## src/design/cti_ram.sv

```systemverilog
module cti_ram #(
    parameter int WIDTH = 16,
    parameter int DEPTH = 64
) (
    input  logic                     i_clk,
    input  logic                     i_we,
    input  logic [$clog2(DEPTH)-1:0] i_waddr,
    input  logic [WIDTH-1:0]         i_wdata,
    input  logic                     i_re,
    input  logic [$clog2(DEPTH)-1:0] i_raddr,
    output logic [WIDTH-1:0]         o_rdata
);

    logic [WIDTH-1:0] r_mem [0:DEPTH-1];
    logic [WIDTH-1:0] r_rdata;

    always_ff @(posedge i_clk) begin
        if (i_we) begin
            r_mem[i_waddr] <= i_wdata;
        end
        if (i_re) begin
            r_rdata <= r_mem[i_raddr];
        end
    end

    assign o_rdata = r_rdata;

endmodule

```

## config.mk

```make
export PLATFORM = sky130hd
export DESIGN_NAME = cti_ram
export DESIGN_NICKNAME = d
export VERILOG_FILES = /design/src/design/cti_ram.sv
export SDC_FILE = /design/constraint.sdc
export NUM_CORES = 1
export LEC_CHECK = 0
export ABC_CLOCK_PERIOD_IN_PS = 4000
export BUFFER_PORTS_ARGS = -buffer_cell sky130_fd_sc_hd__buf_2
export CAP_MARGIN = 5
export CORE_ASPECT_RATIO = 0.75
export CORE_MARGIN = 2
export CORE_UTILIZATION = 38
export CTS_CLUSTER_DIAMETER = 30
export DETAILED_ROUTE_END_ITERATION = 10
export HOLD_SLACK_MARGIN = 0.06
export SLEW_MARGIN = 20
export SYNTH_ARGS = -nofsm -noshare
export SYNTH_HDL_FRONTEND = slang
export SYNTH_SLANG_ARGS = --single-unit
```

## constraint.sdc

```tcl
create_clock -name i_clk -period 4 [get_ports i_clk]
set_input_delay 1 -clock i_clk [delete_from_list [all_inputs] [get_ports i_clk]]
set_output_delay 1 -clock i_clk [all_outputs]
set_load 0.05 [all_outputs]
```

== Word level (Yosys, flattened, before mapping) ==
Memory sizes are Yosys's and may differ from the RTL's. A register that Yosys moved wholly into a read port is not among the register bits.
Index checks and enable logic that the tools add are counted.
Storage, ports and cells
  register bits after elaboration: 0
  bits in writable memories: 1024
  input bits: 31
  output and inout port bits: 16
  word-level logic and storage cells: 3
  memories: 1
Memory list
  r_mem: depth 64, bits a word 16, rd ports 1, clocked after memory_dff 1, write ports 1, RTL line 14  | logic [WIDTH-1:0] r_mem [0:DEPTH-1];
Cells by class
  muxes and demuxes: 2
Operator list (count)
  2-to-1 mux 1 bit: 2

== Logic depth before layout (Yosys ltp) ==
  depth after elaboration: 2
  depth in mapped cells: 10
  mapped depth without buffers: 5

== Worst setup path before layout ==
Ideal clock, no wire load.
  path kind: input port to flip-flop
  start: input i_waddr[3]
  end: memory r_mem[48][0], enable pin
  setup time: 0.409 ns
  data arrival time: 2.626 ns
  required time: 3.591 ns
  setup slack: 0.965 ns
  cell stages on the path: 4
  path buffers: 1
  cell sequence: clkbuf_1 -> nor2b_1 -> nand4b_1 -> nor3_1
RTL lines
  from (decl): RTL line 7  | input logic [$clog2(DEPTH)-1:0] i_waddr,
  to (decl): RTL line 14
No word-level cell before the write port.

==> reports/results.ini <==
[worst_setup_path]
timing.rr.start = r_mem[23][1]
path_class = primary input to register
crit_chain = buf_6 > buf_12 > mux4_2 > mux2_2 > nand2_1 > nand4_1 > and4_1
crit_fanout = 45
crit_start = i_raddr[1]
arrival_ns = 3.36
slowest_delay_ns = 0.51
cp_top_family = buffers and inverters
required_ns = 4.48
setup.worst_path.start_class = primary input
path_buf_inv = 2
critPathCaptureType = register
critPathSlowestCell = buf_6

[drt]
routed_wl_um = 98100
wl_per_cell_um = 27.30
drtPass1Iterations = 5
drt_iter0_drc = 2210
vias_per_cell = 5.473
ant_nets = 0
vias = 19670
drc_errors = 0

[worst_hold_path]
hp-class = primary input to register
holdCritStartpoint = i_wdata[8]

[logic_synthesis]
yosysWarnings = 0
synthFlopType = edfxtp_1
ys_ff_latch = 1040
synth.avg_cell_area_sq_um = 21.98
yosysSeqAreaShare = 0.7768
synth_top_area_cell = edfxtp_1
postSynth.asyncResetShare = 0
syn_nets = 1860
synth_cells = 1829
netlist.area_leader.share = 0.7768
ys_types = 42
synth_top_cells_by_area = edfxtp_1 78%, mux4_2 12%, mux2i_1 2.1%, mux2_2 0.76%, a22oi_1 0.73%
synth_edf_count = 1040
synth.cell_area_sq_um = 40200

[sta]
finalHoldViolCount = 0
max_clock_freq_ghz = 0.3470
tightest_slew_ns = 1.062
rsz0062_at_grt = false
skew_ns = 0.03118
setup_tns_ns = 0
slew_headroom = 0.2921
maxSlewViolCount = 0
setup_violations = 0
fin_crit_ns = 2.882
finalCritPeriodShare = 0.7205

[floorplanning]
rows = 103
fp.dieW_um = 379.6
dieArea_sq_um = 108400
start_util = 0.3828
die_y_um = 285.7
core_sq_um = 105000
io_pins = 47

[clocking]
h-tree-depth = 4
clk_pin_slew_ns = 0.06
cts_buffer_depth = 3
clk_latency_ns = 0.73
numCtsBuffers = 141
cts_setup_buffers = 0
cts.hold.buffers_added = 0
root_buffer = clkbuf_16
cts_tree = yes
cts_num_sinks = 1040
ctsResizeCount = 0

[pwr]
p_leak_nw = 15.27
vdd_ir_drop_max_v = 0.0003498
powerDensity_nw_per_um2 = 548.6

[final_layout]
final_nets = 2086
drive_above_1_share = 0.3117
stdcell_count = 3593
layout_common_cells = 1040 x edfxtp_1, 220 x mux4_2, 149 x clkbuf_16, 135 x buf_4, 85 x mux2i_1
n_fill_cell = 8764
final_common_cell = edfxtp_1
area_delta_synth_final_pct = 18.44

[place]
gp_congestion = 0.8136
numPortBuffers = 46
dpl.cell_count = 3329
hpwlAfterDp_um = 60690

[grt]
grt_pass1_wl_um = 142600
grt_pass1_vias = 19940
grt_max_degree = 79
gr-usage-all-layers = 0.1820
grt_overflow = 0
antenna_found_initial = 16

[run_status]
status = finished clean

[job]
cap_viol_max_count = 0

flip-flops by register name (all words and copies together), names as in the netlist:
register	count
o_rdata	16
r_mem	1024
layout make-up:
cell class	instances	area, sq um	share of cell area
timing repair buffer	187	1465	0.03077
multi-input combinational	685	8254	0.1733
tap	1417	1773	0.03723
clock inverter	94	1095	0.02299
antenna	7	17.52	0.0003679
sequential	1040	31230	0.6559
clock buffer	163	3781	0.07941
worst register-to-register path, delay by kind of cell, from the launching register on:
family          cells  cell delay [ns]
mux                 2             0.82
compound gates      3             0.57
flops               1             0.36
buf+inv             1             0.25
metal layers:
layer | track usage | vias up | share of wire
met5 | 0 | - | 0.00082
met1 | 0.2710 | 10490 | 0.45
met4 | 0.04711 | 12 | 0.014
li1 | - | 8224 | -
met3 | 0.04407 | 109 | 0.088
met2 | 0.2687 | 836 | 0.45
power by group:
part	internal, W	total (W)	leakage, nW	switching (W)
Sequential	0.0121	0.0121	9.37	0.0000356
Clock	0.00806	0.0128	2.34	0.00474
Combinational	0.000424	0.00119	3.56	0.000763
Yosys cell counts (all sizes together), types with 16 or more instances:
library cell	count
nand2	60
a221oi	16
nor2	74
mux4	224
nor2b	30
mux2i	85
nand3	24
edfxtp	1040
a21oi	17
mux2	27
clkbuf	27
a22oi	39
buf	77
through the flow:
stage | util | power, W | setup WS, ns | hold WS [ns] | instance area (sq um)
2_1_floorplan | - | 0.01302 | 0.9652 | 0.8280 | 40200
3_3_place_gp | 0.4064 | 0.01352 | 0.4074 | 0.9099 | 42690
3_5_place_dp | 0.4067 | 0.01355 | 0.3894 | 0.9186 | 42710
4_1_cts | 0.4531 | 0.02636 | 1.171 | 0.7009 | 47590
5_1_grt | 0.4532 | 0.02691 | 1.016 | 0.7462 | 47600
6_report | 0.4533 | 0.02612 | 1.118 | 0.7619 | 47620
kinds of logic (layout without fill, tap and decap cells):
kind of cell	after synthesis	in the layout	synth area share
flip-flops	1040	1040	0.7768
multiplexers	336	336	0.1546
AND/OR/NAND/NOR	220	220	0.02636
AO/OA/AOI/OAI	129	129	0.02400
buffers and inverters	104	444	0.01824
other	0	7	0
worst paths after layout:
| check | endpoint | slack [ns] | cells past startpoint |
|---|---|---|---|
| setup / recovery | o_rdata[10] | 1.12 | 7 |
| hold / removal | r_mem[43][8] | 0.76 | 1 |
| setup reg to reg | o_rdata[1] | 1.72 | 6 |
| hold reg to reg | o_rdata[14] | 0.90 | 5 |
No activity file was read; power rests on OpenSTA's default activity.
